<file path="config.mk">
export PLATFORM = sky130hd
export DESIGN_NAME = wrh_detect
export DESIGN_NICKNAME = d
export VERILOG_FILES = /design/src/design/wrh_pkg.sv /design/src/design/wrh_detect.sv
export SDC_FILE = /design/constraint.sdc
export NUM_CORES = 1
export LEC_CHECK = 0
export BUFFER_PORTS_ARGS = -buffer_cell sky130_fd_sc_hd__buf_2
export CAP_MARGIN = 20
export CORE_AREA = 2 2 85 149
export CTS_BUF_LIST = sky130_fd_sc_hd__clkbuf_16
export DETAILED_ROUTE_END_ITERATION = 6
export DIE_AREA = 0 0 87 151
export PLACE_DENSITY_LB_ADDON = 0.05
export SYNTH_ARGS = -nofsm -noshare
export SYNTH_HDL_FRONTEND = slang
export SYNTH_SLANG_ARGS = --single-unit
</file>
<file path="constraint.sdc">
create_clock -name clk -period 3.8 [get_ports clk]
set_clock_uncertainty 0.15 [all_clocks]
set_input_delay 0.95 -clock clk [delete_from_list [all_inputs] [get_ports clk]]
set_output_delay 0.95 -clock clk [all_outputs]
set_load 0.02 [all_outputs]
</file>
<file path="src/design/wrh_pkg.sv">
`default_nettype none

package wrh_pkg;

    localparam int MAX_BINS_DEF = 2048;

    localparam int SAMPLE_W   = 8;
    localparam int BIN_W      = 11;
    localparam int WIDTH_W    = 11;
    localparam int PEAK_W     = 8;
    localparam int SUM_W      = 32;
    localparam int LEN_W      = 12;
    localparam int CFG_IDX_W  = 3;
    localparam int CFG_DATA_W = 12;

    localparam int PEAK_OFFSET = 125;

    localparam logic signed [SAMPLE_W-1:0] THRESHOLD_RST = -8'sd110;
    localparam logic [LEN_W-1:0]           LENGTH_RST    = 12'd1200;
    localparam logic [BIN_W-1:0]           SUS_LOW_RST   = 11'd933;
    localparam logic [BIN_W-1:0]           SUS_HIGH_RST  = 11'd983;

    typedef enum logic [CFG_IDX_W-1:0] {
        CFG_THRESHOLD = 3'd0,
        CFG_LENGTH    = 3'd1,
        CFG_SUS_LOW   = 3'd2,
        CFG_SUS_HIGH  = 3'd3,
        CFG_REPORT    = 3'd4
    } cfg_idx_t;

    typedef enum logic {
        CMD_SAMPLE = 1'b0,
        CMD_READ   = 1'b1
    } cmd_t;

    typedef enum logic {
        KIND_RECORD = 1'b0,
        KIND_READ   = 1'b1
    } kind_t;

    typedef struct packed {
        logic [SUM_W-1:0] count;
        logic [SUM_W-1:0] width;
        logic [SUM_W-1:0] inten;
    } sums_t;

    typedef struct packed {
        logic signed [SAMPLE_W-1:0] threshold;
        logic [LEN_W-1:0]           waveform_length;
        logic [BIN_W-1:0]           suspect_low;
        logic [BIN_W-1:0]           suspect_high;
        logic                       report_suspect;
    } cfg_t;

    // one result-producing transaction headed for the bin update stage
    typedef struct packed {
        logic              valid;
        kind_t             kind;
        logic              in_range;
        logic [BIN_W-1:0]  bin;
        logic [LEN_W-1:0]  width;
        logic [PEAK_W-1:0] inten;
        logic              suspect;
    } req_t;

    function automatic logic [SUM_W-1:0] sat_add(input logic [SUM_W-1:0] a,
                                                 input logic [SUM_W-1:0] b);
        logic [SUM_W:0] s;
        s = {1'b0, a} + {1'b0, b};
        return s[SUM_W] ? {SUM_W{1'b1}} : s[SUM_W-1:0];
    endfunction

endpackage

`default_nettype wire

</file>
<file path="src/design/wrh_detect.sv">
`default_nettype none

module wrh_detect import wrh_pkg::*; #(
    parameter int MAX_BINS = MAX_BINS_DEF,
    localparam int AW = $clog2(MAX_BINS)
) (
    input  wire logic                       clk,
    input  wire logic                       rst_n,
    input  wire logic                       fire,
    input  wire logic                       cmd,
    input  wire logic signed [SAMPLE_W-1:0] sample,
    input  wire logic [BIN_W-1:0]           bin_index,
    input  cfg_t                            cfg,
    output req_t                            req,
    output logic [AW-1:0]                   addr
);

    logic [AW-1:0]              position_reg;
    logic [AW-1:0]              position_next;
    logic                       in_return_reg;
    logic                       in_return_next;
    logic [AW-1:0]              start_reg;
    logic [AW-1:0]              start_next;
    logic signed [SAMPLE_W-1:0] peak_reg;
    logic signed [SAMPLE_W-1:0] peak_next;
    logic [AW-1:0]              peak_pos_reg;
    logic [AW-1:0]              peak_pos_next;

    logic [31:0]                len_eff;
    logic [AW-1:0]              last_pos;
    logic                       is_read;
    logic                       above;
    logic                       closing;
    logic [AW-1:0]              span;
    logic signed [PEAK_W:0]     pk;

    always_comb
    begin
        if (cfg.waveform_length == '0)
        begin
            len_eff = 32'd1;
        end
        else if (32'(cfg.waveform_length) > 32'(MAX_BINS))
        begin
            len_eff = 32'(MAX_BINS);
        end
        else
        begin
            len_eff = 32'(cfg.waveform_length);
        end
        last_pos = AW'(len_eff - 32'd1);
    end

    always_comb
    begin
        is_read = (cmd == CMD_READ);
        above   = $signed(sample) > $signed(cfg.threshold);
        closing = !is_read && in_return_reg && !above;
        span    = position_reg - start_reg;
        pk      = $signed({peak_reg[SAMPLE_W-1], peak_reg}) + (PEAK_W+1)'(PEAK_OFFSET);
    end

    always_comb
    begin
        position_next  = position_reg;
        in_return_next = in_return_reg;
        start_next     = start_reg;
        peak_next      = peak_reg;
        peak_pos_next  = peak_pos_reg;
        if (fire && !is_read)
        begin
            if (!in_return_reg)
            begin
                if (above)
                begin
                    in_return_next = 1'b1;
                    start_next     = position_reg;
                    peak_next      = sample;
                    peak_pos_next  = position_reg;
                end
            end
            else
            begin
                if (sample > peak_reg)
                begin
                    peak_next     = sample;
                    peak_pos_next = position_reg;
                end
                if (!above)
                begin
                    in_return_next = 1'b0;
                end
            end
            if (position_reg >= last_pos)
            begin
                position_next  = '0;
                in_return_next = 1'b0;
            end
            else
            begin
                position_next = position_reg + 1'b1;
            end
        end
    end

    always_ff @(posedge clk or negedge rst_n)
    begin
        if (!rst_n)
        begin
            position_reg  <= '0;
            in_return_reg <= 1'b0;
            start_reg     <= '0;
            peak_reg      <= '0;
            peak_pos_reg  <= '0;
        end
        else
        begin
            position_reg  <= position_next;
            in_return_reg <= in_return_next;
            start_reg     <= start_next;
            peak_reg      <= peak_next;
            peak_pos_reg  <= peak_pos_next;
        end
    end

    always_comb
    begin
        req = '0;
        req.valid = is_read || closing;
        if (is_read)
        begin
            req.kind     = KIND_READ;
            req.in_range = 32'(bin_index) < 32'(MAX_BINS);
            req.bin      = bin_index;
            addr         = AW'(bin_index);
        end
        else
        begin
            req.kind     = KIND_RECORD;
            req.in_range = 1'b1;
            req.bin      = BIN_W'(peak_pos_reg);
            req.width    = LEN_W'(span);
            req.inten    = pk[PEAK_W] ? '0 : pk[PEAK_W-1:0];
            req.suspect  = cfg.report_suspect
                           && (32'(peak_pos_reg) >= 32'(cfg.suspect_low))
                           && (32'(peak_pos_reg) <= 32'(cfg.suspect_high));
            addr         = peak_pos_reg;
        end
    end

endmodule

`default_nettype wire

</file>
Yosys cells after proc, flatten, opt, wreduce, memory -nomap -nowiden --
Index checks and enable logic that the tools add are counted. Widths: inputs -> output; s select.
Operators by class: eq/ne operators 1, bitwise gates (word level) 1, mux-type cells 15, $add $sub $neg 4, reduce and logical (&&, ||, !) cells 12, magnitude comparators 6
Operators with widths (number):
- $mux 11 | 7
- $mux 8 | 4
- $ge 11x11->1 | 2
- $mux 20 | 1
- $gt 8x8->1 | 2
- $mux 13 | 1
- $gt 12x12->1 const B | 1
- $logic_not 12->1 | 1
- $add 11x1->11 const B | 1
- $le 11x11->1 | 1
- $sub 11x1->11 const B | 1
- $sub 11x11->11 | 1
- $add 8x8->9 const B | 1
- $reduce_and 3->1 | 2
- $logic_and 1x1->1 | 5
- $logic_not 1->1 | 2
- $mux 1 | 2
- $ne 2x1->1 const B | 1
- $reduce_bool 2->1 | 1
- $logic_or 1x1->1 | 1
- $not 1->1 | 1
Storage, ports and cells: logic and storage cells 44, output and inout port bits 46, bits in registers 42

Depth between registers and ports, before layout --
depth in word-level cells 6, gate-level depth with buffers 20

Worst setup path after synthesis --
Ideal clock, no wire load.
kind input -> register, from input port cfg[34] in the netlist's numbering, to register position_reg[10], setup slack -0.223 ns, arrival time 3.801 ns, stages on the path 17, cell sequence clkbuf_1 > clkbuf_1 > o21bai_1 > ha_1 > clkbuf_1 > o21ai_0 > o21ai_0 > a21oi_1 > a311oi_1 > ha_1 > o21ai_0 > nor2_1 > nand3b_1 > o22a_1 > and2_1 > clkbuf_1 > nor2_1
Between the ends: longest elaborated chain between the ends 6, elaborated cells on any way between the ends 7
Ends and longest elaborated chain:
- start, declared | RTL line wrh_detect.sv:13 | input cfg_t cfg,
- $gt 12x12->1 | RTL line wrh_detect.sv:43 | else if (32'(cfg.waveform_length) > 32'(MAX_BINS))
- $mux 11 | RTL line wrh_detect.sv:43
- $mux 11 * | RTL line wrh_detect.sv:39 | if (cfg.waveform_length == '0)
- $sub 11x1->11 * | RTL line wrh_detect.sv:51 | last_pos = AW'(len_eff - 32'd1);
- $ge 11x11->1 * | RTL line wrh_detect.sv:94 | if (position_reg >= last_pos)
- $mux 11 * | RTL line wrh_detect.sv:94
- end signal, assigned | RTL line wrh_detect.sv:118 | position_reg <= position_next;
- end, declared | RTL line wrh_detect.sv:18 | logic [AW-1:0] position_reg;
Every way passes the cells marked *; elsewhere a longest branch is shown, timed or not. A chain may end at the register's enable or synchronous reset.

==> out/metrics.cfg <==
[setup_path]
required_ns=2.70
path_delay_family=simple AND/OR/NAND/NOR gates
critPathMaxFanout=3
cpMostUsedCell=buf_2
cpMaxStageDelayCell=or3_1
crit_chain=buf_2, ha_1, inv_1, or3_1, a221o_1, or2b_1, a21o_1, buf_2
cp-start-kind=primary input
crit_path_max_incr_delay_ns=0.36
cp.arrival_ns=2.54
path_class=in2out
end_kind=primary output
crit_buf_inv=3

[power]
swShare=0.449
internal-power_mw=1.56
netSwitchingPower_mw=1.28
vdd_drop_max_mv=0.303
seqPwrFrac=0.249
combinationalPowerShare=0.605
p_clk_frac=0.145
p_leak_nw=2.65
p_per_area_nw_per_um2=560

[synthesis]
synthArstFlopShare=1.00
synth-seq-cells=42
synth_nets=599
synth_area_um2=4100
synth-edff-count=0
ys_types=57
ys_seq_area_frac=0.257
syn_inst=470
ys.flop_type=dfrtp_1
syn_area_per_cell_um2=8.72
yosysWarnings=0

[placed_design]
gp_routability_congestion=0.820
dp_hpwl_um=9740
port_buffers=109
dp_slack_ns=-0.190

[die]
initial_core_util=0.345
fp.coreArea_um2=11900
pin_count=112
die_width_um=87
die_h_um=151
dieArea_um2=13100
fp-row-count=53

[route]
drc=0
antenna_left=0
avgRoutedWirePerCell_um=16.2
viasPerCell=5.11
drtPass1Iterations=4
vias=3723
drt_first_iter_violations=82
finalWirelength_um=11800

[timing]
fmax_mhz=275
final_hold_viol_count=0
setup_viol=0
relSlewSlack=0.337
tightest_slew_ns=0.994
slew_viol_final=0
min_period_ns=3.64
period_share=0.957
worst_slack_ns=0.163

[clock_network]
cts.sinks=42
htreeDepth=2
cts_root_buffer=clkbuf_16
cts_tree=done
clk_path_buf_depth=2
clk_latency_ns=0.28
clk_pin_slew_ns=0.06
cts_inserted_buffers=5

[cells_and_area]
layout_common_cells=buf_2, ha_1, inv_1, dfrtp_1, nor2_1
drive_gt1_frac=0.323
nFillCells=1240
final_common_cell=buf_2
diodes=0
post-route-util=0.427
register_area_um2=1050
multi_input_area_um2=2730
fin_nets=719
area_delta_synth_final_pct=23.8

[grt]
grt_pass1_wl_um=18600
grt_pass1_vias=3742
grtUsageTotal=0.183
grt_max_degree=43
grt_overflow=0
antenna_found_initial=0

[job]
max-cap-violations=0

[hold_path]
hold_class=reg2reg

[run_status]
status=finished clean

==> synthesized netlist by cell type, types with 2 or more instances <==
| cell type | instances | area [µm²] |
|---|---|---|
| ha_1 | 62 | 776 |
| inv_1 | 55 | 206 |
| dfrtp_1 | 42 | 1050 |
| nor2_1 | 40 | 150 |
| nand2_1 | 35 | 131 |
| o21ai_0 | 31 | 155 |
| mux2_2 | 22 | 248 |
| a21oi_1 | 19 | 95.1 |
| buf_4 | 14 | 105 |
| xor2_1 | 14 | 123 |
| xnor2_1 | 11 | 96.3 |
| mux2_4 | 9 | 135 |
| nor3_1 | 9 | 45.0 |
| clkbuf_1 | 8 | 30.0 |
| nand2b_1 | 8 | 50.1 |
| nor2b_1 | 8 | 50.1 |
| a211oi_1 | 7 | 52.6 |
| nand4_1 | 7 | 43.8 |
| a2111oi_0 | 6 | 52.6 |
| nand3_1 | 6 | 30.0 |
| a21o_1 | 5 | 37.5 |
| o21a_1 | 4 | 30.0 |
| and2_1 | 3 | 18.8 |
| and3_1 | 3 | 18.8 |
| nor4_1 | 3 | 18.8 |
| o2111ai_1 | 3 | 26.3 |
| o21bai_1 | 3 | 22.5 |
| a31oi_1 | 2 | 12.5 |
| conb_1 | 2 | 7.51 |
| or3_1 | 2 | 12.5 |
==> layout make-up <==
cell class | count | share of cell area
clock buffer | 5 | 0.0247
clock inverter | 3 | 0.00247
inverter | 55 | 0.0407
multi-input combinational | 347 | 0.539
sequential | 42 | 0.207
tap | 137 | 0.0338
timing repair buffer | 139 | 0.152
==> path summary, 6_finish.rpt <==
| kind | startpoint | slack, ns | cells after the start | end |
|---|---|---|---|---|
| worst max register to register | peak_reg[1] | 1.00 | 9 | peak_reg[1] |
| max in group asynchronous | rst_n | 2.20 | 1 | in_return_reg |
| worst min-delay path | start_reg[10] | 0.38 | 1 | start_reg[10] |
| worst min register to register | start_reg[10] | 0.38 | 1 | start_reg[10] |
| min in group asynchronous | rst_n | 0.68 | 1 | start_reg[8] |
| worst max-delay path | sample[7] | 0.16 | 8 | req[34] |
==> stage by stage <==
step / cells / area [µm²] / setup TNS, ns / total power, mW / hold slack (ns)
3_3_place_gp: 718 / 4880 / -1.26 / 2.40 / 0.350
3_5_place_dp: 718 / 4880 / -1.82 / 2.42 / 0.367
2_1_floorplan: 470 / 4140 / -0.372 / 1.86 / 0.335
5_1_grt: 728 / 5070 / -0.0393 / 3.09 / 0.388
4_1_cts: 726 / 5030 / 0 / 2.85 / 0.381
6_report: 728 / 5070 / 0 / 2.84 / 0.378
==> power groups by stage <==
| stage | Combinational (mW) | Clock [mW] | Sequential, mW |
|---|---|---|---|
| 5_1_grt | 1.92 | 0.444 | 0.725 |
| 3_5_place_dp | 1.70 | 0 | 0.719 |
| 4_1_cts | 1.72 | 0.423 | 0.711 |
| 3_3_place_gp | 1.68 | 0 | 0.717 |
| 2_1_floorplan | 1.19 | 0 | 0.675 |
| 6_report | 1.72 | 0.413 | 0.708 |
==> per-layer routing <==
layer / track usage / wire length, µm
met2: 0.366 / 6830
met1: 0.191 / 4490
met4: 0.0531 / 180
met3: 0.0213 / 332
met5: 0 / 0
==> kinds of logic (layout without fill, tap and decap cells) <==
| group | Yosys count | count (layout) | synth area share |
|---|---|---|---|
| other | 2 | 2 | 0.00183 |
| buffers and inverters | 81 | 202 | 0.0932 |
| and+or+nand+nor | 130 | 130 | 0.155 |
| adders and majority gates | 63 | 63 | 0.194 |
| DFF | 42 | 42 | 0.257 |
| xor gates and xnor gates | 25 | 25 | 0.0535 |
| AOI/OAI and AO/OA | 95 | 95 | 0.150 |
| muxes | 32 | 32 | 0.0959 |
==> what timing repair did <==
item,CTS,global route
endpoints found under the setup margin,2,12
hold buffers,0,0
endpoints found under the hold margin,0,0
pin swaps,0,6
gates resized for setup,4,9
setup buffers,0,2
No activity file was read; power rests on OpenSTA's default activity.
