File: config.mk
export PLATFORM = sky130hd
export DESIGN_NAME = wrh_update_flat
export DESIGN_NICKNAME = d
export VERILOG_FILES = /design/src/design/wrh_pkg.sv /design/src/design/wrh_if.sv /design/src/design/wrh_update.sv /design/src/flat_wrapper.sv
export SDC_FILE = /design/constraint.sdc
export NUM_CORES = 1
export LEC_CHECK = 0
export ABC_CLOCK_PERIOD_IN_PS = 13100
export BUFFER_PORTS_ARGS = -buffer_cell sky130_fd_sc_hd__clkbuf_2
export CAP_MARGIN = 20
export CORE_ASPECT_RATIO = 1.75
export CORE_MARGIN = 10
export CORE_UTILIZATION = 59
export CTS_CLUSTER_DIAMETER = 100
export DETAILED_ROUTE_END_ITERATION = 10
export MAX_ROUTING_LAYER = met4
export PLACE_DENSITY = 0.86
export SLEW_MARGIN = 25
export SYNTH_ARGS = -nofsm -noshare
export SYNTH_HDL_FRONTEND = slang
export SYNTH_SLANG_ARGS = --single-unit
export TNS_END_PERCENT = 1
File: constraint.sdc
create_clock -name clk -period 13.1 [get_ports clk]
set_input_delay 0.655 -clock clk [delete_from_list [all_inputs] [get_ports clk]]
set_output_delay 0.655 -clock clk [all_outputs]
set_load 0.01 [all_outputs]
File: src/design/wrh_pkg.sv
`default_nettype none

package wrh_pkg;

    localparam int MAX_BINS_DEF = 2048;

    localparam int SAMPLE_W   = 8;
    localparam int BIN_W      = 11;
    localparam int WIDTH_W    = 11;
    localparam int PEAK_W     = 8;
    localparam int SUM_W      = 32;
    localparam int LEN_W      = 12;
    localparam int CFG_IDX_W  = 3;
    localparam int CFG_DATA_W = 12;

    localparam int PEAK_OFFSET = 125;

    localparam logic signed [SAMPLE_W-1:0] THRESHOLD_RST = -8'sd110;
    localparam logic [LEN_W-1:0]           LENGTH_RST    = 12'd1200;
    localparam logic [BIN_W-1:0]           SUS_LOW_RST   = 11'd933;
    localparam logic [BIN_W-1:0]           SUS_HIGH_RST  = 11'd983;

    typedef enum logic [CFG_IDX_W-1:0] {
        CFG_THRESHOLD = 3'd0,
        CFG_LENGTH    = 3'd1,
        CFG_SUS_LOW   = 3'd2,
        CFG_SUS_HIGH  = 3'd3,
        CFG_REPORT    = 3'd4
    } cfg_idx_t;

    typedef enum logic {
        CMD_SAMPLE = 1'b0,
        CMD_READ   = 1'b1
    } cmd_t;

    typedef enum logic {
        KIND_RECORD = 1'b0,
        KIND_READ   = 1'b1
    } kind_t;

    typedef struct packed {
        logic [SUM_W-1:0] count;
        logic [SUM_W-1:0] width;
        logic [SUM_W-1:0] inten;
    } sums_t;

    typedef struct packed {
        logic signed [SAMPLE_W-1:0] threshold;
        logic [LEN_W-1:0]           waveform_length;
        logic [BIN_W-1:0]           suspect_low;
        logic [BIN_W-1:0]           suspect_high;
        logic                       report_suspect;
    } cfg_t;

    // one result-producing transaction headed for the bin update stage
    typedef struct packed {
        logic              valid;
        kind_t             kind;
        logic              in_range;
        logic [BIN_W-1:0]  bin;
        logic [LEN_W-1:0]  width;
        logic [PEAK_W-1:0] inten;
        logic              suspect;
    } req_t;

    function automatic logic [SUM_W-1:0] sat_add(input logic [SUM_W-1:0] a,
                                                 input logic [SUM_W-1:0] b);
        logic [SUM_W:0] s;
        s = {1'b0, a} + {1'b0, b};
        return s[SUM_W] ? {SUM_W{1'b1}} : s[SUM_W-1:0];
    endfunction

endpackage

`default_nettype wire

File: src/design/wrh_if.sv
`default_nettype none


interface wrh_out_if import wrh_pkg::*; ();
    logic                valid;
    logic                ready;
    logic                kind;
    logic [BIN_W-1:0]    bin;
    logic [WIDTH_W-1:0]  return_width;
    logic [PEAK_W-1:0]   return_peak;
    logic                suspect;
    logic [SUM_W-1:0]    hit_count;
    logic [SUM_W-1:0]    width_total;
    logic [SUM_W-1:0]    intensity_total;
    logic [SUM_W-1:0]    all_returns;

    modport source (
        output valid, output kind, output bin, output return_width, output return_peak,
        output suspect, output hit_count, output width_total, output intensity_total,
        output all_returns, input ready
    );
    modport sink (
        input valid, input kind, input bin, input return_width, input return_peak,
        input suspect, input hit_count, input width_total, input intensity_total,
        input all_returns, output ready
    );
endinterface

`default_nettype wire

File: src/design/wrh_update.sv
`default_nettype none

module wrh_update import wrh_pkg::*; #(
    parameter int MAX_BINS = MAX_BINS_DEF,
    localparam int AW = $clog2(MAX_BINS)
) (
    input  wire logic          clk,
    input  wire logic          rst_n,
    input  wire logic          fire,
    input  req_t               req,
    input  wire logic [AW-1:0] addr,
    input  sums_t              rd_data,
    output logic               can_take,
    output logic               wr_en,
    output logic [AW-1:0]      wr_addr,
    output sums_t              wr_data,
    wrh_out_if.source          result
);

    logic               s1_valid_reg;
    logic               s1_valid_next;
    req_t               s1_req_reg;
    logic [AW-1:0]      s1_addr_reg;
    logic               fwd_reg;
    sums_t              fwd_data_reg;
    logic [SUM_W-1:0]   total_reg;
    logic [SUM_W-1:0]   total_next;

    logic               out_valid_reg;
    logic               out_valid_next;
    logic               out_kind_reg;
    logic [BIN_W-1:0]   out_bin_reg;
    logic [WIDTH_W-1:0] out_width_reg;
    logic [PEAK_W-1:0]  out_peak_reg;
    logic               out_suspect_reg;
    sums_t              out_sums_reg;
    logic [SUM_W-1:0]   out_all_reg;

    logic               adv;
    logic               s1_fire;
    logic               is_rec;
    sums_t              base;
    sums_t              updated;
    sums_t              shown;
    logic [SUM_W-1:0]   total_inc;

    always_comb
    begin
        adv       = !out_valid_reg || result.ready;
        s1_fire   = s1_valid_reg && adv;
        can_take  = !s1_valid_reg || adv;
        is_rec    = (s1_req_reg.kind == KIND_RECORD);
        // a write at the edge of this transaction's read is not in the read data
        base      = fwd_reg ? fwd_data_reg : rd_data;
        updated.count = sat_add(base.count, SUM_W'(1));
        updated.width = sat_add(base.width, SUM_W'(s1_req_reg.width));
        updated.inten = sat_add(base.inten, SUM_W'(s1_req_reg.inten));
        total_inc = sat_add(total_reg, SUM_W'(1));
        wr_en     = s1_fire && is_rec;
        wr_addr   = s1_addr_reg;
        wr_data   = updated;
        if (is_rec)
        begin
            shown = updated;
        end
        else if (s1_req_reg.in_range)
        begin
            shown = base;
        end
        else
        begin
            shown = '0;
        end
    end

    always_comb
    begin
        s1_valid_next = s1_valid_reg;
        if (fire)
        begin
            s1_valid_next = req.valid;
        end
        else if (adv)
        begin
            s1_valid_next = 1'b0;
        end
        out_valid_next = adv ? s1_valid_reg : out_valid_reg;
        total_next     = wr_en ? total_inc : total_reg;
    end

    always_ff @(posedge clk or negedge rst_n)
    begin
        if (!rst_n)
        begin
            s1_valid_reg  <= 1'b0;
            out_valid_reg <= 1'b0;
            total_reg     <= '0;
            fwd_reg       <= 1'b0;
        end
        else
        begin
            s1_valid_reg  <= s1_valid_next;
            out_valid_reg <= out_valid_next;
            total_reg     <= total_next;
            if (fire)
            begin
                fwd_reg <= wr_en && (wr_addr == addr);
            end
        end
    end

    always_ff @(posedge clk)
    begin
        if (fire)
        begin
            s1_req_reg   <= req;
            s1_addr_reg  <= addr;
            fwd_data_reg <= wr_data;
        end
        if (s1_fire)
        begin
            out_kind_reg    <= s1_req_reg.kind;
            out_bin_reg     <= s1_req_reg.bin;
            out_width_reg   <= WIDTH_W'(s1_req_reg.width);
            out_peak_reg    <= s1_req_reg.inten;
            out_suspect_reg <= s1_req_reg.suspect;
            out_sums_reg    <= shown;
            out_all_reg     <= is_rec ? total_inc : total_reg;
        end
    end

    assign result.valid           = out_valid_reg;
    assign result.kind            = out_kind_reg;
    assign result.bin             = out_bin_reg;
    assign result.return_width    = out_width_reg;
    assign result.return_peak     = out_peak_reg;
    assign result.suspect         = out_suspect_reg;
    assign result.hit_count       = out_sums_reg.count;
    assign result.width_total     = out_sums_reg.width;
    assign result.intensity_total = out_sums_reg.inten;
    assign result.all_returns     = out_all_reg;

endmodule

`default_nettype wire

File: src/flat_wrapper.sv
// flat-port wrapper written by rule: the top's interface ports become plain ports
module wrh_update_flat import wrh_pkg::*;
#(
    parameter int MAX_BINS = MAX_BINS_DEF,
    localparam int AW = $clog2(MAX_BINS)
)
  (clk, rst_n, fire, req, addr, rd_data, can_take, wr_en, wr_addr, wr_data, result_valid, result_kind, result_bin, result_return_width, result_return_peak, result_suspect, result_hit_count, result_width_total, result_intensity_total, result_all_returns, result_ready);
  wrh_out_if result_i ();
  input  wire logic clk;
  input  wire logic rst_n;
  input  wire logic fire;
  input  req_t req;
  input  wire logic [AW-1:0] addr;
  input  sums_t rd_data;
  output logic can_take;
  output logic wr_en;
  output logic [AW-1:0] wr_addr;
  output sums_t wr_data;
  output wire logic [$bits(result_i.valid)-1:0] result_valid;
  output wire logic [$bits(result_i.kind)-1:0] result_kind;
  output wire logic [$bits(result_i.bin)-1:0] result_bin;
  output wire logic [$bits(result_i.return_width)-1:0] result_return_width;
  output wire logic [$bits(result_i.return_peak)-1:0] result_return_peak;
  output wire logic [$bits(result_i.suspect)-1:0] result_suspect;
  output wire logic [$bits(result_i.hit_count)-1:0] result_hit_count;
  output wire logic [$bits(result_i.width_total)-1:0] result_width_total;
  output wire logic [$bits(result_i.intensity_total)-1:0] result_intensity_total;
  output wire logic [$bits(result_i.all_returns)-1:0] result_all_returns;
  input wire logic [$bits(result_i.ready)-1:0] result_ready;
  assign result_valid = result_i.valid;
  assign result_kind = result_i.kind;
  assign result_bin = result_i.bin;
  assign result_return_width = result_i.return_width;
  assign result_return_peak = result_i.return_peak;
  assign result_suspect = result_i.suspect;
  assign result_hit_count = result_i.hit_count;
  assign result_width_total = result_i.width_total;
  assign result_intensity_total = result_i.intensity_total;
  assign result_all_returns = result_i.all_returns;
  assign result_i.ready = result_ready;
  wrh_update #(.MAX_BINS(MAX_BINS)) u_core (.clk(clk), .rst_n(rst_n), .fire(fire), .req(req), .addr(addr), .rd_data(rd_data), .can_take(can_take), .wr_en(wr_en), .wr_addr(wr_addr), .wr_data(wr_data), .result(result_i));
endmodule
**Yosys cells after proc, flatten, opt, wreduce, memory -nomap -nowiden**

Index checks and enable logic that the tools add are counted.

- Word-level logic and storage cells: 47
- Bits of input ports: 146
- Flip-flop bits (word level): 336

- Equal/unequal tests: 1
- Reduce and logical (&&, ||, !) cells: 8
- $add $sub $neg: 4
- Multiplexer cells: 10
- Bitwise operators: 1

Operators with widths:

| kind | count |
|---|---|
| $mux 96 | 3 |
| $mux 32 | 5 |
| $add 32x1->33 const B | 2 |
| $add 32x12->33 | 1 |
| $add 32x8->33 | 1 |
| $eq 11x11->1 | 1 |
| $logic_and 1x1->1 | 3 |
| $logic_not 1->1 | 2 |
| $logic_or 1x1->1 | 2 |
| $mux 1 | 2 |
| $reduce_bool 2->1 | 1 |
| $not 1->1 | 1 |

**Logic depth before layout (Yosys ltp)**

- Depth in word-level cells: 5
- Mapped depth: 20
- Gate-level depth less buffers: 9

**Worst setup path before layout**

No wires, ideal clock.

- Path type: in2out
- Start point: in result_ready
- End point: out wr_en
- Slack: 6.328 ns
- Data required time: 12.445 ns
- Cell stages on the path: 5
- Arrival time: 6.117 ns
- Cell sequence: nand2b_1 -> and2_1 -> nand2_1 -> inv_2 -> clkbuf_1

- Longest elaborated chain between the ends: 3

Ends and longest elaborated chain:

| item | RTL line | RTL |
|---|---|---|
| start: declaration | flat_wrapper.sv:29 | `input wire logic [$bits(result_i.ready)-1:0] result_ready;` |
| $logic_or 1x1->1 | wrh_update.sv:49 | `adv = !out_valid_reg \|\| result.ready;` |
| $logic_and 1x1->1 | wrh_update.sv:50 | `s1_fire = s1_valid_reg && adv;` |
| net u_core.s1_fire | wrh_update.sv:40 | `logic s1_fire;` |
| $logic_and 1x1->1 | wrh_update.sv:59 | `wr_en = s1_fire && is_rec;` |
| end: declaration | flat_wrapper.sv:16 | `output logic wr_en;` |

The timed path passes the listed nets, and every way through them passes these cells.

==> out/summary.log <==
INFO  power_and_ir_drop p_leak=8.48nW
INFO  worst_setup_path reg2reg_to=u_core.result.intensity_total[5]
INFO  routing        drt_drc_violations_left=0
INFO  synth          synth.avg_cell_area=11.3um^2
INFO  floorplanning  fp.dieH=252um
INFO  synth          ys_seq_area_share=54.5%
INFO  power_and_ir_drop cell_internal_pwr=1.95mW
INFO  synth          yosysWarningCount=0
INFO  timing         timing.clock.skew=0.0244ns
INFO  synth          synthTopCellsByCount=301 x sky130_fd_sc_hd__edfxtp_1, 149 x sky130_fd_sc_hd__a21oi_1, 141 x sky130_fd_sc_hd__nand2_1
INFO  final_layout   fill_cells=2,158
INFO  synth          synthesis.nets=1,781
INFO  synth          ys_top_cells_by_area=sky130_fd_sc_hd__edfxtp_1 50%, sky130_fd_sc_hd__dfrtp_1 4.8%, sky130_fd_sc_hd__mux2i_1 4.3%
INFO  outcome        result_of_the_run=completed
INFO  floorplanning  initial_utilization=59.3%
INFO  timing         finalHoldWorstSlack=0.196ns
INFO  worst_setup_path startpoint=u_core.fwd_reg
INFO  final_layout   finalNetCount=2,154
INFO  synth          synth_top_cell_by_area=sky130_fd_sc_hd__edfxtp_1
INFO  clock_tree     holdBufCountCts=0
INFO  placed_design  numPlacedInstances=2,343
INFO  worst_setup_path worst-setup-path-type=reg -> out
INFO  clock_tree     clkLatencyLatePin=0.58ns
INFO  clock_tree     cts_made_buffers=30
INFO  final_layout   drive_above_1_share=27.9%
INFO  synth          synth_cells=1,611
INFO  power_and_ir_drop powerDensity=125nW/um^2
INFO  synth          post-synth-top-area-fraction=49.7%
INFO  final_layout   flip_flop_count_of_the_largest_register_after_layout=96
INFO  final_layout   layout_overhead_on_the_synthesized_area=18.2%
INFO  global_routing wire_length_of_the_first_global_routing_pass=90,400um
INFO  routing        route.final.wire_length=59,700um
INFO  worst_setup_path crit_required=12.44ns
INFO  floorplanning  core_area=30,600um^2
INFO  worst_setup_path timing.rr.start=u_core.fwd_reg
INFO  power_and_ir_drop pwr-share-clk=34.8%
INFO  global_routing grt_pass1_vias=15.8k
INFO  placed_design  numPortBuffers=415
INFO  synth          synth-edff-count=301
INFO  power_and_ir_drop ir_worst_vdd=0.128mV
INFO  timing         final_clock_period_utilization_by_the_worst_path=49.6%
INFO  worst_setup_path endpoint=wr_data[5]
INFO  clock_tree     ctsResizeCount=0
INFO  synth          yosys_register_bits=336
INFO  clock_tree     post_cts.repair.setup_buffers=0
INFO  routing        vias_per_cell=6.61
INFO  global_routing globalRouteTotalUtil=30.1%
INFO  global_routing grt_antenna_before_repair=6
INFO  timing         slew_headroom=34.0%
INFO  final_layout   layoutNonFillerInstCount=2,405
INFO  worst_setup_path crit_path_end_kind=output port
INFO  clock_tree     tritoncts_clock_tree=yes
INFO  power_and_ir_drop p_seq_share=48.9%
INFO  floorplanning  fp.dieArea=38,500um^2
INFO  floorplanning  std_cell_rows=85
INFO  worst_setup_path reg2regPathDepth=11
INFO  clock_tree     ctsHtreeMaxLevel=1
INFO  timing         post-route-min-period=6.49ns
INFO  routing        antenna_violating_nets_left=0
INFO  clock_tree     clkSinkCount=336
INFO  routing        drt-pass1-iter-count=8
INFO  worst_setup_path worstPathArrival=5.84ns
INFO  clock_tree     cts_buffer_depth=3
INFO  routing        detail_route.wl_per_cell=24.8um
INFO  job            maxCapViolCount=0
INFO  hold_path      hold_class=in -> async
INFO  clock_tree     ctsRootBufferMaster=sky130_fd_sc_hd__clkbuf_16
INFO  timing         slew_viol_final=0
INFO  worst_setup_path worstPathMaxFanout=45
INFO  timing         finalHoldViolCount=0
INFO  synth          syn-cell-area=18,200um^2
INFO  timing         rsz_0062_raised_after_global_routing=no
INFO  clock_tree     cts.clk_slew.worst_paths=0.07ns
INFO  global_routing grt_remaining_overflow=0
INFO  floorplanning  die_x=153um
INFO  timing         fmaxAchievable=154MHz
INFO  synth          ys_async_sr_fraction=10.4%
INFO  synth          synthMostInstantiatedCell=sky130_fd_sc_hd__edfxtp_1
INFO  global_routing grt_max_degree=92
INFO  power_and_ir_drop swShare=27.2%
INFO  synth          synth_ff_type=sky130_fd_sc_hd__edfxtp_1
INFO  routing        drt-initial-drc-count=1,551
INFO  power_and_ir_drop pwr-share-comb=16.3%
INFO  worst_setup_path cp-start-kind=flop
INFO  timing         final_setup_fails=0
INFO  floorplanning  pin_count=416
INFO  timing         fin_tns_setup=0ns
INFO  synth          synthDistinctLibCells=84
INFO  placed_design  gp_routability_congestion=0.967
INFO  placed_design  place_hpwl=42,500um
INFO  routing        num_vias=15.9k
INFO  timing         timing_worst_slew_pin_value=0.990ns
INFO  power_and_ir_drop power.net_switching=0.727mW
INFO  worst_setup_path worst-r2r-setup-slack=7.52ns
-- cells by family (layout without fill, tap and decap cells) --
kind of cell | count (synthesis) | in the layout | synth area share (%)
multiplexers | 130 | 130 | 7.52
other | 0 | 7 | 0
flip-flops | 336 | 336 | 54.5
XOR/XNOR | 74 | 74 | 3.57
buffers and inverters | 107 | 503 | 2.83
adder cells (fa/ha/maj) | 24 | 24 | 1.73
AO/OA/AOI/OAI | 440 | 440 | 15.4
AND/OR/NAND/NOR | 500 | 500 | 14.4
-- how the worst min path moves through the flow --
stage | from | cells after the start | to
after floorplan | rst_n | 0 | u_core.fwd_reg
after global placement | u_core.s1_req_reg[31] | 0 | u_core.result.bin[10]
final | rst_n | 1 | u_core.total_reg[11]
after CTS | req[2] | 1 | u_core.s1_req_reg[2]
after detailed placement | u_core.s1_req_reg[27] | 0 | u_core.result.bin[6]
after global routing | rst_n | 1 | u_core.total_reg[8]
-- critical path: stages, from the launching register on --
cell and delay, ns:
sky130_fd_sc_hd__dfrtp_4 0.74, sky130_fd_sc_hd__buf_4 0.59, sky130_fd_sc_hd__buf_4 0.59, sky130_fd_sc_hd__mux2_2 0.42
sky130_fd_sc_hd__ha_1 0.35, sky130_fd_sc_hd__a21oi_1 0.14, sky130_fd_sc_hd__o21ai_0 0.18, sky130_fd_sc_hd__o211ai_1 0.75
sky130_fd_sc_hd__nand2b_1 0.68, sky130_fd_sc_hd__buf_4 0.34, sky130_fd_sc_hd__o21ai_0 0.22, sky130_fd_sc_hd__clkbuf_2 0.21
-- metrics by stage --
stage	utilization (%)	power, mW	cell area (um^2)	worst slack (ns)
after CTS	70.1	2.68	21500	6.70
after global routing	70.2	2.76	21500	6.34
after floorplan	-	1.56	18200	6.33
final	70.2	2.68	21500	6.61
after detailed placement	66.8	1.76	20500	7.36
after global placement	66.8	1.74	20500	7.54
-- cells in the final DEF, fill, tap and decap left out, types with 34 or more instances in the layout --
cell	count
sky130_fd_sc_hd__nor2_1	97
sky130_fd_sc_hd__mux2_2	52
sky130_fd_sc_hd__xnor2_1	39
sky130_fd_sc_hd__o21ai_0	55
sky130_fd_sc_hd__edfxtp_1	301
sky130_fd_sc_hd__nand2_1	141
sky130_fd_sc_hd__clkbuf_2	413
sky130_fd_sc_hd__nand3_1	55
sky130_fd_sc_hd__mux2i_1	78
sky130_fd_sc_hd__dfrtp_1	34
sky130_fd_sc_hd__xor2_1	35
sky130_fd_sc_hd__o21a_1	35
sky130_fd_sc_hd__a31oi_1	63
sky130_fd_sc_hd__a21oi_1	148
-- power groups by stage --
| stage | Combinational [mW] | Clock [mW] | Sequential, mW |
|---|---|---|---|
| 6_report | 0.437 | 0.932 | 1.31 |
| 2_1_floorplan | 0.228 | 0 | 1.34 |
| 4_1_cts | 0.431 | 0.937 | 1.31 |
| 3_3_place_gp | 0.413 | 0 | 1.33 |
| 3_5_place_dp | 0.427 | 0 | 1.33 |
| 5_1_grt | 0.470 | 0.978 | 1.32 |
-- final cells by class --
class	count	area (um^2)	area share, %
Inverter	14	53.8	0.250
Clock buffer	39	806	3.75
Multi-Input combinational cell	1168	7770	36.2
Timing Repair Buffer	434	2230	10.4
Tap cell	391	489	2.28
Clock inverter	16	199	0.926
Antenna cell	7	17.5	0.0815
Sequential cell	336	9920	46.1
-- per-layer routing --
metal | global-route usage (%) | share of wire, % | vias up
li1 | - | - | 6982
met1 | 31.9 | 33 | 7676
met2 | 52.1 | 52 | 1022
met3 | 5.04 | 8.6 | 215
met4 | 17.5 | 6.5 | 0
met5 | - | 0 | -
Power figures use the tool's default switching activity.
